**src/design/pcu8_pkg.sv**
```systemverilog
// Shared types, byte constants and a lookup table for the cell-to-UTF-8 encoder.
`timescale 1ns / 1ps

package pcu8_pkg;

    localparam int QUEUE_DEPTH = 2;
    localparam int MODE_W      = 3;

    typedef enum logic [MODE_W-1:0] {
        MODE_FULL    = 3'd0,
        MODE_HORIZ   = 3'd1,
        MODE_VERT    = 3'd2,
        MODE_QUAD    = 3'd3,
        MODE_BRAILLE = 3'd4
    } t_mode;

    localparam logic [7:0] BYTE_SPACE     = 8'h20;
    localparam logic [7:0] BYTE_LF        = 8'h0a;
    localparam logic [7:0] BYTE_LEAD3     = 8'he2;
    localparam logic [7:0] BYTE_BLOCK_MID = 8'h96;
    localparam logic [7:0] BYTE_BRL_MID   = 8'ha0;
    localparam logic [7:0] BYTE_CONT      = 8'h80;
    localparam logic [7:0] BYTE_LEAD4     = 8'hf0;
    localparam logic [7:0] BYTE_SXT_2     = 8'h9f;
    localparam logic [7:0] BYTE_SXT_3     = 8'hac;
    localparam logic [7:0] LAST_FULL      = 8'h88;
    localparam logic [7:0] LAST_UPPER     = 8'h80;
    localparam logic [7:0] LAST_LOWER     = 8'h84;
    localparam logic [7:0] LAST_LEFT      = 8'h8c;
    localparam logic [7:0] LAST_RIGHT     = 8'h90;

    localparam int SEXTANT_DIV = 21;

    typedef struct packed {
        logic [7:0] cell_pixels;
        logic       row_end;
    } t_in_item;

    typedef struct packed {
        logic [7:0] out_byte;
        logic       last_byte;
    } t_out_item;

    // One classified character: up to four bytes, byte 0 sent first.
    typedef struct packed {
        logic [3:0][7:0] bytes;
        logic [2:0]      len;
        logic            row_end;
    } t_glyph;

    function automatic logic [7:0] quad_last(input logic [3:0] code);
        logic [7:0] v;
        case (code)
            4'd0:    v = 8'h20;
            4'd1:    v = 8'h97;
            4'd2:    v = 8'h96;
            4'd3:    v = 8'h84;
            4'd4:    v = 8'h9d;
            4'd5:    v = 8'h90;
            4'd6:    v = 8'h9e;
            4'd7:    v = 8'h9f;
            4'd8:    v = 8'h98;
            4'd9:    v = 8'h9a;
            4'd10:   v = 8'h8c;
            4'd11:   v = 8'h99;
            4'd12:   v = 8'h80;
            4'd13:   v = 8'h9c;
            4'd14:   v = 8'h9b;
            default: v = 8'h88;
        endcase
        return v;
    endfunction

endpackage

```
**src/design/pixel_cell_to_utf8_block_encoder.sv**
```systemverilog
// The first byte of a request passes through the queue, the character register and the
// byte-wide output register. Throughput: one output byte per cycle while the output is ready;
// a request gives 1 to 5 bytes (character length plus the line feed).
// The queue decouples input acceptance, so requests arrive back to back while bytes drain, until the queue is full.
// Reset is synchronous and active low; it empties the queue and sets r_mode to 0.
`timescale 1ns / 1ps

module pixel_cell_to_utf8_block_encoder #(
    parameter int QUEUE_DEPTH = pcu8_pkg::QUEUE_DEPTH
) (
    input  logic                i_clk,
    input  logic                i_rst_n,
    input  logic                i_in_valid,
    output logic                o_in_ready,
    input  pcu8_pkg::t_in_item  i_in,
    output logic                o_out_valid,
    input  logic                i_out_ready,
    output pcu8_pkg::t_out_item o_out,
    input  logic                i_cfg_valid,
    output logic                o_cfg_ready,
    input  logic [2:0]          i_cfg_data
);

    logic [2:0]       r_mode;
    logic             q_push, q_pop, q_full, q_empty;
    pcu8_pkg::t_glyph q_wr_data, q_head;

    assign o_cfg_ready = 1'b1;

    always_ff @(posedge i_clk) begin
        if (!i_rst_n) begin
            r_mode <= pcu8_pkg::MODE_FULL;
        end else if (i_cfg_valid) begin
            r_mode <= i_cfg_data;
        end
    end

    pcu8_front u_front (
        .i_in_valid (i_in_valid),
        .o_in_ready (o_in_ready),
        .i_in       (i_in),
        .i_mode     (r_mode),
        .i_q_full   (q_full),
        .o_push     (q_push),
        .o_glyph    (q_wr_data)
    );

    pcu8_queue #(
        .DEPTH (QUEUE_DEPTH)
    ) u_queue (
        .i_clk   (i_clk),
        .i_rst_n (i_rst_n),
        .i_push  (q_push),
        .i_data  (q_wr_data),
        .i_pop   (q_pop),
        .o_head  (q_head),
        .o_full  (q_full),
        .o_empty (q_empty)
    );

    pcu8_back u_back (
        .i_clk       (i_clk),
        .i_rst_n     (i_rst_n),
        .i_head      (q_head),
        .i_q_empty   (q_empty),
        .o_pop       (q_pop),
        .o_out_valid (o_out_valid),
        .i_out_ready (i_out_ready),
        .o_out       (o_out)
    );

    // Queue status flags must never both claim full and empty.
    a_queue_flags: assert property (@(posedge i_clk) disable iff (!i_rst_n)
        !(q_full && q_empty))
        else $error("queue reports full and empty together");

    // A line feed is only ever sent as the closing byte of a request.
    a_lf_is_last: assert property (@(posedge i_clk) disable iff (!i_rst_n)
        (o_out_valid && (o_out.out_byte == pcu8_pkg::BYTE_LF)) |-> o_out.last_byte)
        else $error("line feed sent before the end of a request");

    // Nothing is presented on the output in the cycle after reset.
    a_reset_idle: assert property (@(posedge i_clk)
        (i_rst_n && $past(!i_rst_n)) |-> !o_out_valid)
        else $error("output valid right after reset");

endmodule

```
**src/design/pcu8_front.sv**
```systemverilog
// Front end: accepts cell requests and turns each into its UTF-8 byte group.
`timescale 1ns / 1ps

module pcu8_front (
    input  logic                    i_in_valid,
    output logic                    o_in_ready,
    input  pcu8_pkg::t_in_item      i_in,
    input  logic [2:0]              i_mode,
    input  logic                    i_q_full,
    output logic                    o_push,
    output pcu8_pkg::t_glyph        o_glyph
);

    logic [7:0] px;
    logic [5:0] sxt;
    logic [1:0] sxt_q;
    logic       sxt_exact;
    logic [5:0] sxt_idx;
    logic [7:0] brl;
    logic [1:0] sel;
    logic [7:0] blk_last;
    logic       blk_space;
    pcu8_pkg::t_glyph g;

    assign px  = i_in.cell_pixels;
    assign sxt = px[5:0];

    // Quotient by 21 for a six-bit value is a three-way compare.
    always_comb begin
        if (sxt >= 6'(3 * pcu8_pkg::SEXTANT_DIV)) begin
            sxt_q = 2'd3;
        end else if (sxt >= 6'(2 * pcu8_pkg::SEXTANT_DIV)) begin
            sxt_q = 2'd2;
        end else if (sxt >= 6'(pcu8_pkg::SEXTANT_DIV)) begin
            sxt_q = 2'd1;
        end else begin
            sxt_q = 2'd0;
        end
    end

    assign sxt_exact = (sxt == 6'd0) || (sxt == 6'(pcu8_pkg::SEXTANT_DIV))
                    || (sxt == 6'(2 * pcu8_pkg::SEXTANT_DIV))
                    || (sxt == 6'(3 * pcu8_pkg::SEXTANT_DIV));
    assign sxt_idx = sxt - 6'(sxt_q) - 6'd1;

    assign brl = {px[7], px[6], px[5], px[3], px[1], px[4], px[2], px[0]};

    // Two-bit shape code and last byte for the modes that share the block layout.
    always_comb begin
        sel      = 2'd0;
        blk_last = pcu8_pkg::LAST_FULL;
        case (i_mode)
            pcu8_pkg::MODE_FULL: begin
                sel = px[0] ? 2'd3 : 2'd0;
            end
            pcu8_pkg::MODE_HORIZ: begin
                sel = {px[0], px[2]};
                case (sel)
                    2'd1:    blk_last = pcu8_pkg::LAST_LOWER;
                    2'd2:    blk_last = pcu8_pkg::LAST_UPPER;
                    default: blk_last = pcu8_pkg::LAST_FULL;
                endcase
            end
            pcu8_pkg::MODE_VERT: begin
                sel = {px[0], px[1]};
                case (sel)
                    2'd1:    blk_last = pcu8_pkg::LAST_RIGHT;
                    2'd2:    blk_last = pcu8_pkg::LAST_LEFT;
                    default: blk_last = pcu8_pkg::LAST_FULL;
                endcase
            end
            pcu8_pkg::MODE_QUAD: begin
                sel      = (px[3:0] != 4'd0) ? 2'd3 : 2'd0;
                blk_last = pcu8_pkg::quad_last({px[0], px[1], px[2], px[3]});
            end
            default: begin
                sel = sxt_q;
                case (sxt_q)
                    2'd1:    blk_last = pcu8_pkg::LAST_LEFT;
                    2'd2:    blk_last = pcu8_pkg::LAST_RIGHT;
                    default: blk_last = pcu8_pkg::LAST_FULL;
                endcase
            end
        endcase
    end

    assign blk_space = (sel == 2'd0);

    always_comb begin
        g.row_end = i_in.row_end;
        g.bytes   = '0;
        g.len     = 3'd1;
        if (i_mode == pcu8_pkg::MODE_BRAILLE) begin
            g.bytes[0] = pcu8_pkg::BYTE_LEAD3;
            g.bytes[1] = pcu8_pkg::BYTE_BRL_MID | {6'd0, brl[7:6]};
            g.bytes[2] = pcu8_pkg::BYTE_CONT | {2'd0, brl[5:0]};
            g.len      = 3'd3;
        end else if ((i_mode > pcu8_pkg::MODE_BRAILLE) && !sxt_exact) begin
            g.bytes[0] = pcu8_pkg::BYTE_LEAD4;
            g.bytes[1] = pcu8_pkg::BYTE_SXT_2;
            g.bytes[2] = pcu8_pkg::BYTE_SXT_3;
            g.bytes[3] = pcu8_pkg::BYTE_CONT | {2'd0, sxt_idx};
            g.len      = 3'd4;
        end else if (blk_space) begin
            g.bytes[0] = pcu8_pkg::BYTE_SPACE;
            g.len      = 3'd1;
        end else begin
            g.bytes[0] = pcu8_pkg::BYTE_LEAD3;
            g.bytes[1] = pcu8_pkg::BYTE_BLOCK_MID;
            g.bytes[2] = blk_last;
            g.len      = 3'd3;
        end
    end

    assign o_in_ready = !i_q_full;
    assign o_push     = i_in_valid && !i_q_full;
    assign o_glyph    = g;

endmodule

```
**src/design/pcu8_queue.sv**
```systemverilog
// Small FIFO of classified characters between the front and back ends.
`timescale 1ns / 1ps

module pcu8_queue #(
    parameter int DEPTH = pcu8_pkg::QUEUE_DEPTH
) (
    input  logic             i_clk,
    input  logic             i_rst_n,
    input  logic             i_push,
    input  pcu8_pkg::t_glyph i_data,
    input  logic             i_pop,
    output pcu8_pkg::t_glyph o_head,
    output logic             o_full,
    output logic             o_empty
);

    localparam int PTR_W = $clog2(DEPTH);
    localparam int CNT_W = $clog2(DEPTH + 1);

    pcu8_pkg::t_glyph r_mem [DEPTH];
    logic [PTR_W-1:0] r_wr_ptr, n_wr_ptr;
    logic [PTR_W-1:0] r_rd_ptr, n_rd_ptr;
    logic [CNT_W-1:0] r_count, n_count;
    logic             do_push, do_pop;

    assign o_full  = (r_count == CNT_W'(DEPTH));
    assign o_empty = (r_count == '0);
    assign do_push = i_push && !o_full;
    assign do_pop  = i_pop && !o_empty;
    assign o_head  = r_mem[r_rd_ptr];

    always_comb begin
        n_wr_ptr = r_wr_ptr;
        n_rd_ptr = r_rd_ptr;
        n_count  = r_count;
        if (do_push) begin
            n_wr_ptr = (r_wr_ptr == PTR_W'(DEPTH - 1)) ? '0 : r_wr_ptr + 1'b1;
        end
        if (do_pop) begin
            n_rd_ptr = (r_rd_ptr == PTR_W'(DEPTH - 1)) ? '0 : r_rd_ptr + 1'b1;
        end
        if (do_push && !do_pop) begin
            n_count = r_count + 1'b1;
        end else if (do_pop && !do_push) begin
            n_count = r_count - 1'b1;
        end
    end

    always_ff @(posedge i_clk) begin
        if (!i_rst_n) begin
            r_wr_ptr <= '0;
            r_rd_ptr <= '0;
            r_count  <= '0;
        end else begin
            r_wr_ptr <= n_wr_ptr;
            r_rd_ptr <= n_rd_ptr;
            r_count  <= n_count;
        end
    end

    always_ff @(posedge i_clk) begin
        if (do_push) begin
            r_mem[r_wr_ptr] <= i_data;
        end
    end

endmodule

```
**src/design/pcu8_back.sv**
```systemverilog
// Back end: sends one character's bytes, then the optional line feed, one per cycle while the output is ready.
`timescale 1ns / 1ps

module pcu8_back (
    input  logic                 i_clk,
    input  logic                 i_rst_n,
    input  pcu8_pkg::t_glyph     i_head,
    input  logic                 i_q_empty,
    output logic                 o_pop,
    output logic                 o_out_valid,
    input  logic                 i_out_ready,
    output pcu8_pkg::t_out_item  o_out
);

    pcu8_pkg::t_glyph    r_cur;
    logic                r_busy, n_busy;
    logic [2:0]          r_idx, n_idx;
    logic [2:0]          r_total;
    logic                r_out_valid;
    pcu8_pkg::t_out_item r_out;
    logic                out_free;
    logic                emit;
    logic                is_last;
    logic                pop;
    logic [7:0]          cur_byte;

    assign out_free = !r_out_valid || i_out_ready;
    assign emit     = r_busy && out_free;
    assign is_last  = (r_idx == r_total - 3'd1);
    // The next character is loaded as the last byte of the current one leaves.
    assign pop      = !i_q_empty && (!r_busy || (emit && is_last));
    assign cur_byte = (r_idx < r_cur.len) ? r_cur.bytes[r_idx[1:0]] : pcu8_pkg::BYTE_LF;

    always_comb begin
        n_busy = r_busy;
        n_idx  = r_idx;
        if (pop) begin
            n_busy = 1'b1;
            n_idx  = '0;
        end else if (emit) begin
            n_idx = r_idx + 3'd1;
            if (is_last) begin
                n_busy = 1'b0;
            end
        end
    end

    always_ff @(posedge i_clk) begin
        if (!i_rst_n) begin
            r_busy      <= 1'b0;
            r_idx       <= '0;
            r_out_valid <= 1'b0;
        end else begin
            r_busy <= n_busy;
            r_idx  <= n_idx;
            if (out_free) begin
                r_out_valid <= emit;
            end
        end
    end

    always_ff @(posedge i_clk) begin
        if (pop) begin
            r_cur   <= i_head;
            r_total <= i_head.len + {2'd0, i_head.row_end};
        end
        if (emit) begin
            r_out.out_byte  <= cur_byte;
            r_out.last_byte <= is_last;
        end
    end

    assign o_pop       = pop;
    assign o_out_valid = r_out_valid;
    assign o_out       = r_out;

endmodule
```
**config.mk**
```make
export PLATFORM = sky130hd
export DESIGN_NAME = pixel_cell_to_utf8_block_encoder
export DESIGN_NICKNAME = d
export VERILOG_FILES = /design/src/design/pcu8_pkg.sv /design/src/design/pixel_cell_to_utf8_block_encoder.sv /design/src/design/pcu8_front.sv /design/src/design/pcu8_queue.sv /design/src/design/pcu8_back.sv
export SDC_FILE = /design/constraint.sdc
export NUM_CORES = 1
export LEC_CHECK = 0
export BUFFER_PORTS_ARGS = -buffer_cell sky130_fd_sc_hd__buf_2
export CORE_MARGIN = 2
export CORE_UTILIZATION = 60
export DETAILED_ROUTE_END_ITERATION = 6
export PLACE_DENSITY_LB_ADDON = 0.3
export SYNTH_ARGS = -nofsm -noshare
export SYNTH_HDL_FRONTEND = slang
export SYNTH_SLANG_ARGS = --single-unit
```
**constraint.sdc**
```tcl
create_clock -name i_clk -period 3.3 [get_ports i_clk]
set_input_delay 0.33 -clock i_clk [delete_from_list [all_inputs] [get_ports i_clk]]
set_output_delay 0.33 -clock i_clk [all_outputs]
set_load 0.01 [all_outputs]
```
# Yosys cells after proc, flatten, opt, wreduce, memory -nomap -nowiden
# Memories as Yosys holds them, arrays and structs flattened. A register that Yosys moved wholly into a read port is not among the register bits.
# Cells that the tools add are included.
classes:
  add_sub_neg: 9
  n_lt_le_gt_ge: 6
  n_eq_ne: 15
  mux: 29
  bitwise_logic: 1
  reduce_logical: 31
ops:
  columns: ["operator", "n"]
  rows:
  - ["27-bit 2-to-1 mux", 2]
  - ["8-bit one-hot mux with 4 select lines", 1]
  - ["8-bit 2-to-1 mux", 3]
  - ["5-bit one-hot mux with 2 select lines", 2]
  - ["8-bit binary-select mux with 2-bit select", 1]
  - ["16-bit 2-to-1 mux", 1]
  - ["6-bit equality test (second input constant)", 2]
  - ["6-bit greater-or-equal comparator (second input constant)", 2]
  - ["2-bit 2-to-1 mux", 6]
  - ["11-bit 2-to-1 mux", 1]
  - ["1-bit 2-to-1 mux", 10]
  - ["1-bit logical AND", 9]
  - ["2-bit equality test (second input constant)", 4]
  - ["2-bit one-hot mux with 4 select lines", 1]
  - ["4-bit one-hot mux with 2 select lines", 1]
  - ["1-bit logical NOT", 7]
  - ["2-bit by 1-bit equality test with 1-bit output (second input constant)", 3]
  - ["3-bit by 2-bit equality test with 1-bit output (second input constant)", 2]
  - ["6-bit by 5-bit equality test with 1-bit output (second input constant)", 1]
  - ["6-bit by 5-bit greater-or-equal comparator with 1-bit output (second input constant)", 1]
  - ["6-bit logical NOT", 1]
  - ["2-bit nonzero test", 3]
  - ["6-bit by 1-bit subtractor with 6-bit output (second input constant)", 1]
  - ["6-bit by 2-bit subtractor with 6-bit output", 1]
  - ["19 further kinds", 25]
totals:
  reg_bits: 59
  mem_bits_rw: 72
  mem_bits_ro: 112
  in_bits: 17
  out_inout_bits: 12
  wordCells: 108
  mem_count: 2
memory_table:
  columns: ["name", "words", "width", "rd", "rd_ports_with_merged_regs", "wr", "line", "source"]
  rows:
  - ["(name not given)", 16, 7, 1, 0, 0, "pcu8_pkg.sv:53", "case (code)"]
  - ["u_queue.r_mem", 2, 36, 1, 1, 1, "pcu8_queue.sv:20", "pcu8_pkg::t_glyph r_mem [DEPTH];"]

# Depth between registers and ports, before layout
logic_depth:
  ltp_word: 10
  mapped_depth: 11
  mapped_depth_nobuf: 11

# By module
# From an unflattened synthesis, not the netlist that was laid out.
unflattened:
  hier_cells: 397
  area_unflattened_um2: 5978.2
by_module_without_submodules:
  columns: ["mod", "instances", "cells_per_inst", "area_per_inst_um2", "seq_area_each_um2"]
  rows:
  - ["pcu8_queue", 1, 137, 2829.0, 2262.2]
  - ["pcu8_back", 1, 106, 2063.2, 1511.4]
  - ["pcu8_front", 1, 143, 965.9, 0.0]
  - ["pixel_cell_to_utf8_block_encoder", 1, 11, 120.1, 60.1]

# Worst setup path before layout
# Ideal clock, no wire load.
synth_path:
  kind: "register to register"
  start: "register u_back.r_total[0]"
  end: "register u_queue.r_count[1]"
  setup_ns: 0.076
  arrival_ns: 2.291
  required_time_ns: 3.224
  path_slack_ns: 0.933
  path_stages_with_launch: 9
  path_buffers: 0
  synth_period_minus_slack_ns: 2.367
  path_cell_list: "edfxtp_1 -> inv_1 -> ha_1 -> xor3_1 -> o41ai_2 -> o21ai_1 -> ha_1 -> or3_1 -> a21boi_0"
synth_via:
  elab_chain_cells: 9
  elab_cells_between_ends: 11
  classes_between: "add/sub: 1; eq/ne: 1; mux: 1; reduce/logical: 8"
synth_lines:
  columns: ["item", "line", "source"]
  rows:
  - ["from (decl)", "pcu8_back.sv:18", "logic [2:0] r_total;"]
  - ["from (signal assigned)", "pcu8_back.sv:65", "r_total <= i_head.len + {2'd0, i_head.row_end};"]
  - ["3-bit by 1-bit subtractor with 3-bit output (*)", "pcu8_back.sv:29", "assign is_last = (r_idx == r_total - 3'd1);"]
  - ["3-bit equality test (*)", "pcu8_back.sv:29", null]
  - ["1-bit logical AND (*)", "pcu8_back.sv:31", "assign pop = !i_q_empty && (!r_busy || (emit && is_last));"]
  - ["1-bit logical OR (*)", "pcu8_back.sv:31", null]
  - ["1-bit logical AND (*)", "pcu8_back.sv:31", null]
  - ["1-bit logical AND (*)", "pcu8_queue.sv:29", "assign do_pop = i_pop && !o_empty;"]
  - ["1-bit logical NOT", "pcu8_queue.sv:42", "if (do_push && !do_pop) begin"]
  - ["1-bit logical AND", "pcu8_queue.sv:42", null]
  - ["2-bit 2-to-1 mux / 2-bit nonzero test (equally long branches)", null, null]
  - ["to (signal assigned)", "pcu8_queue.sv:57", "r_count <= n_count;"]
  - ["to (decl)", "pcu8_queue.sv:23", "logic [CNT_W-1:0] r_count, n_count;"]
# Every way passes the cells marked *; elsewhere a longest branch is shown, timed or not.
# A chain may end at the register's enable or synchronous reset.

# Worst setup path after layout
# Ends and elaborated chain as after synthesis.

==> metrics.yaml <==
run_status:
  status: "finished, final reports clean"
synthesis:
  synth-async-reset-ratio: 0
  syn_area_um2: 4238
  synth_top_area_cell: "edfxtp_1"
  synthSimpleGateAreaFrac: 0.1004
  yosys_warnings: 0
  yosys_most_used_dff: "edfxtp_1"
  yosysSeqAreaShare: 0.6070
  ys_types: 57
  synth_top_area_frac: 0.5456
  syn_avg_cell_area_um2: 13.41
  ys_seq_elements: 90
  synth_compound_area_frac: 0.08090
  synth_top_family_by_area: "simple AND/OR/NAND/NOR gates"
  synth.area.top_cells: "edfxtp_1 (55%), mux2_2 (6.4%), dfxtp_1 (6.1%), ha_1 (5.0%), nand2_1 (2.1%)"
  synth_fa_ha_area_frac: 0.05492
  synthCells: 316
  synthesis.nets: 351
  synth_xor_area_frac: 0.02834
  synth_mux_area_frac: 0.09625
  synth-edff-count: 77
worst_setup_path:
  max_stage_delay_ps: 390
  cp-end-kind: "flop"
  cpMostUsedCell: "ha_1"
  crit_type: "reg2reg"
  cp_cell_sequence: "inv_1 > ha_1 > xor3_1 > o41ai_2 > o21ai_1 > ha_1 > or3_1 > a21boi_0"
  cp_data_arrival_time_ps: 2880
  start_kind: "flop"
  crit_slowest_cell: "ha_1"
  critPathRequiredTime_ps: 3580
  critPathMaxFanout: 4
run:
  drv_cap: 0
finish:
  layout_commonest_cell: "edfxtp_1"
  diodes: 0
  fin_area_um2: 4634
  mostFrequentLayoutCells: "edfxtp_1 (77), buf_2 (27), nand2_1 (24), mux2_2 (24), ha_1 (17)"
  drive_gt1_frac: 0.2270
  final_cells: 444
  num-nets-final: 378
  fillers: 509
  syn_to_final_growth_pct: 9.359
cts:
  cts-resized-gates: 0
  clk_pin_slew_ps: 80
  clkLatencyLatePin_ps: 340
  clk_path_buf_depth: 2
  numCtsBuffers: 9
  cts_sinks: 90
  cts_setup_buffers: 0
  cts_hold_buffers: 0
  tritoncts: "done"
  root_buffer: "clkbuf_8"
  htreeDepth: 3
placed_design:
  dp_slack_ps: 592.7
  place_area_um2: 4453
  dp.final_hpwl_um: 5063
  place.port_buffers: 27
  gp_congestion: 0.8694
  dp_cells: 428
floorplan:
  core-area_um2: 6832
  initial_utilization: 0.6203
  rows: 30
  die_w_um: 88.04
  ios: 29
  die_h_um: 88.04
  die_area_um2: 7751
sta:
  max_slew_margin: 0.3214
  whs_ps: 170.9
  fin_crit_ps: 2600
  final-hold-violation-count: 0
  setup_slack_ps: 699.5
  tns_ps: 0
  setup_viol: 0
  period_share: 0.7880
  worst_slew_pin_slew_ps: 1018
  skew_ps: 11.41
  fmaxAchievable_mhz: 384.5
  slew_violations: 0
  rsz0062_at_grt: "false"
pwr:
  ir_worst_vdd_mv: 0.3276
  sequentialPowerShare: 0.511
  powerDensity_nw_per_um2: 745.0
  leakage_nw: 1.745
  p_switching_w: 0.001025
  swShare: 0.2968
  clock_power_share: 0.193
  p_int_w: 0.002428
  combPwrFrac: 0.295
global_routing:
  grt_pass1_vias: 2472
  grt_first_pass_wirelength_um: 12090
  grt_overflow: 0
  antenna_found_initial: 0
  grt_use_total: 0.2072
  grt_max_degree: 25
route:
  wl_um: 7202
  wl_per_cell_um: 16.22
  antenna_left: 0
  drc: 0
  vias: 2446
  vias_per_cell: 5.509
  drt_iter0_markers: 170
  dr.pass1.iters: 4
hold_path:
  hold_class: "in2reg"
## power by group through the flow
stage | combinational (W) | sequential, W | clock (W)
after floorplan | 0.000727 | 0.00179 | 0
after global placement | 0.000984 | 0.00177 | 0
after detailed placement | 0.00102 | 0.00179 | 0
after CTS | 0.00103 | 0.00177 | 0.000685
after global routing | 0.00114 | 0.00180 | 0.000729
final | 0.00102 | 0.00177 | 0.000668
## cells in the mapped netlist, drive strengths merged, types with 5 or more instances
library cell	number
xor2	5
inv	15
edfxtp	77
nor2b	8
mux2	24
buf	11
dfxtp	13
ha	17
a21oi	5
o21ai	9
nand2	24
and2	7
mux2i	7
nor2	16
nand3	5
xnor2	6
## final timing paths
check | startpoint | end | slack, ps | cells after the start
setup reg to reg | u_back.r_total[0] | u_queue.r_count[1] | 700 | 8
hold reg to reg | u_back.r_busy | u_back.o_out_valid | 500 | 1
hold / removal | i_in[0] | u_queue.r_mem[0][0] | 170 | 1
setup / recovery | u_back.r_total[0] | u_queue.r_count[1] | 700 | 8
## sequential cells by signal (all words and copies together) (netlist names), named ones only
name                cells
u_back.r_total          3
u_queue.r_mem          44
u_queue.r_count         2
u_queue.r_rd_ptr        1
u_back.r_busy           1
u_back.r_cur           21
r_mode                  3
u_queue.r_wr_ptr        1
u_back.r_idx            3
u_back.o_out            9
u_back.o_out_valid      1
## metal layers
metal / GRT usage / vias to the layer above / part of all wire
met5: 0 / - / 0
met4: 0.07713 / 0 / 0.017
met3: 0.04053 / 11 / 0.029
met2: 0.3512 / 44 / 0.51
met1: 0.2666 / 1178 / 0.44
li1: - / 1213 / -
## cell families after synthesis
kind of cell | count (synthesis)
AOI/OAI and AO/OA | 48
other | 1
buffers and inverters | 31
xor gates and xnor gates | 12
muxes | 34
and+or+nand+nor | 82
adders and majority gates | 18
DFF | 90
## per-stage QoR
| stage | total power, W | utilization |
|---|---|---|
| 6_report | 0.003453 | 0.6784 |
| 4_1_cts | 0.003482 | 0.6784 |
| 3_3_place_gp | 0.002757 | 0.6518 |
| 2_1_floorplan | 0.002518 | - |
| 5_1_grt | 0.003665 | 0.6784 |
| 3_5_place_dp | 0.002812 | 0.6518 |
## layout make-up
class | instances | area, um2 | area share
Clock inverter | 4 | 26.28 | 0.005670
Timing Repair Buffer | 31 | 165.2 | 0.03564
Tap cell | 96 | 120.1 | 0.02592
Inverter | 16 | 60.06 | 0.01296
Clock buffer | 12 | 155.1 | 0.03348
Multi-Input combinational cell | 195 | 1535 | 0.3313
Sequential cell | 90 | 2572 | 0.5551
## critical path: cells and delay by family (launching register included)
family	cells	cell delay (ps)
AO/OA/AOI/OAI	3	750
adder cells (fa/ha/maj)	2	590
AND/OR/NAND/NOR	1	390
XOR/XNOR	1	380
flip-flops	1	370
buffers and inverters	1	50
Power figures use the tool's default switching activity.
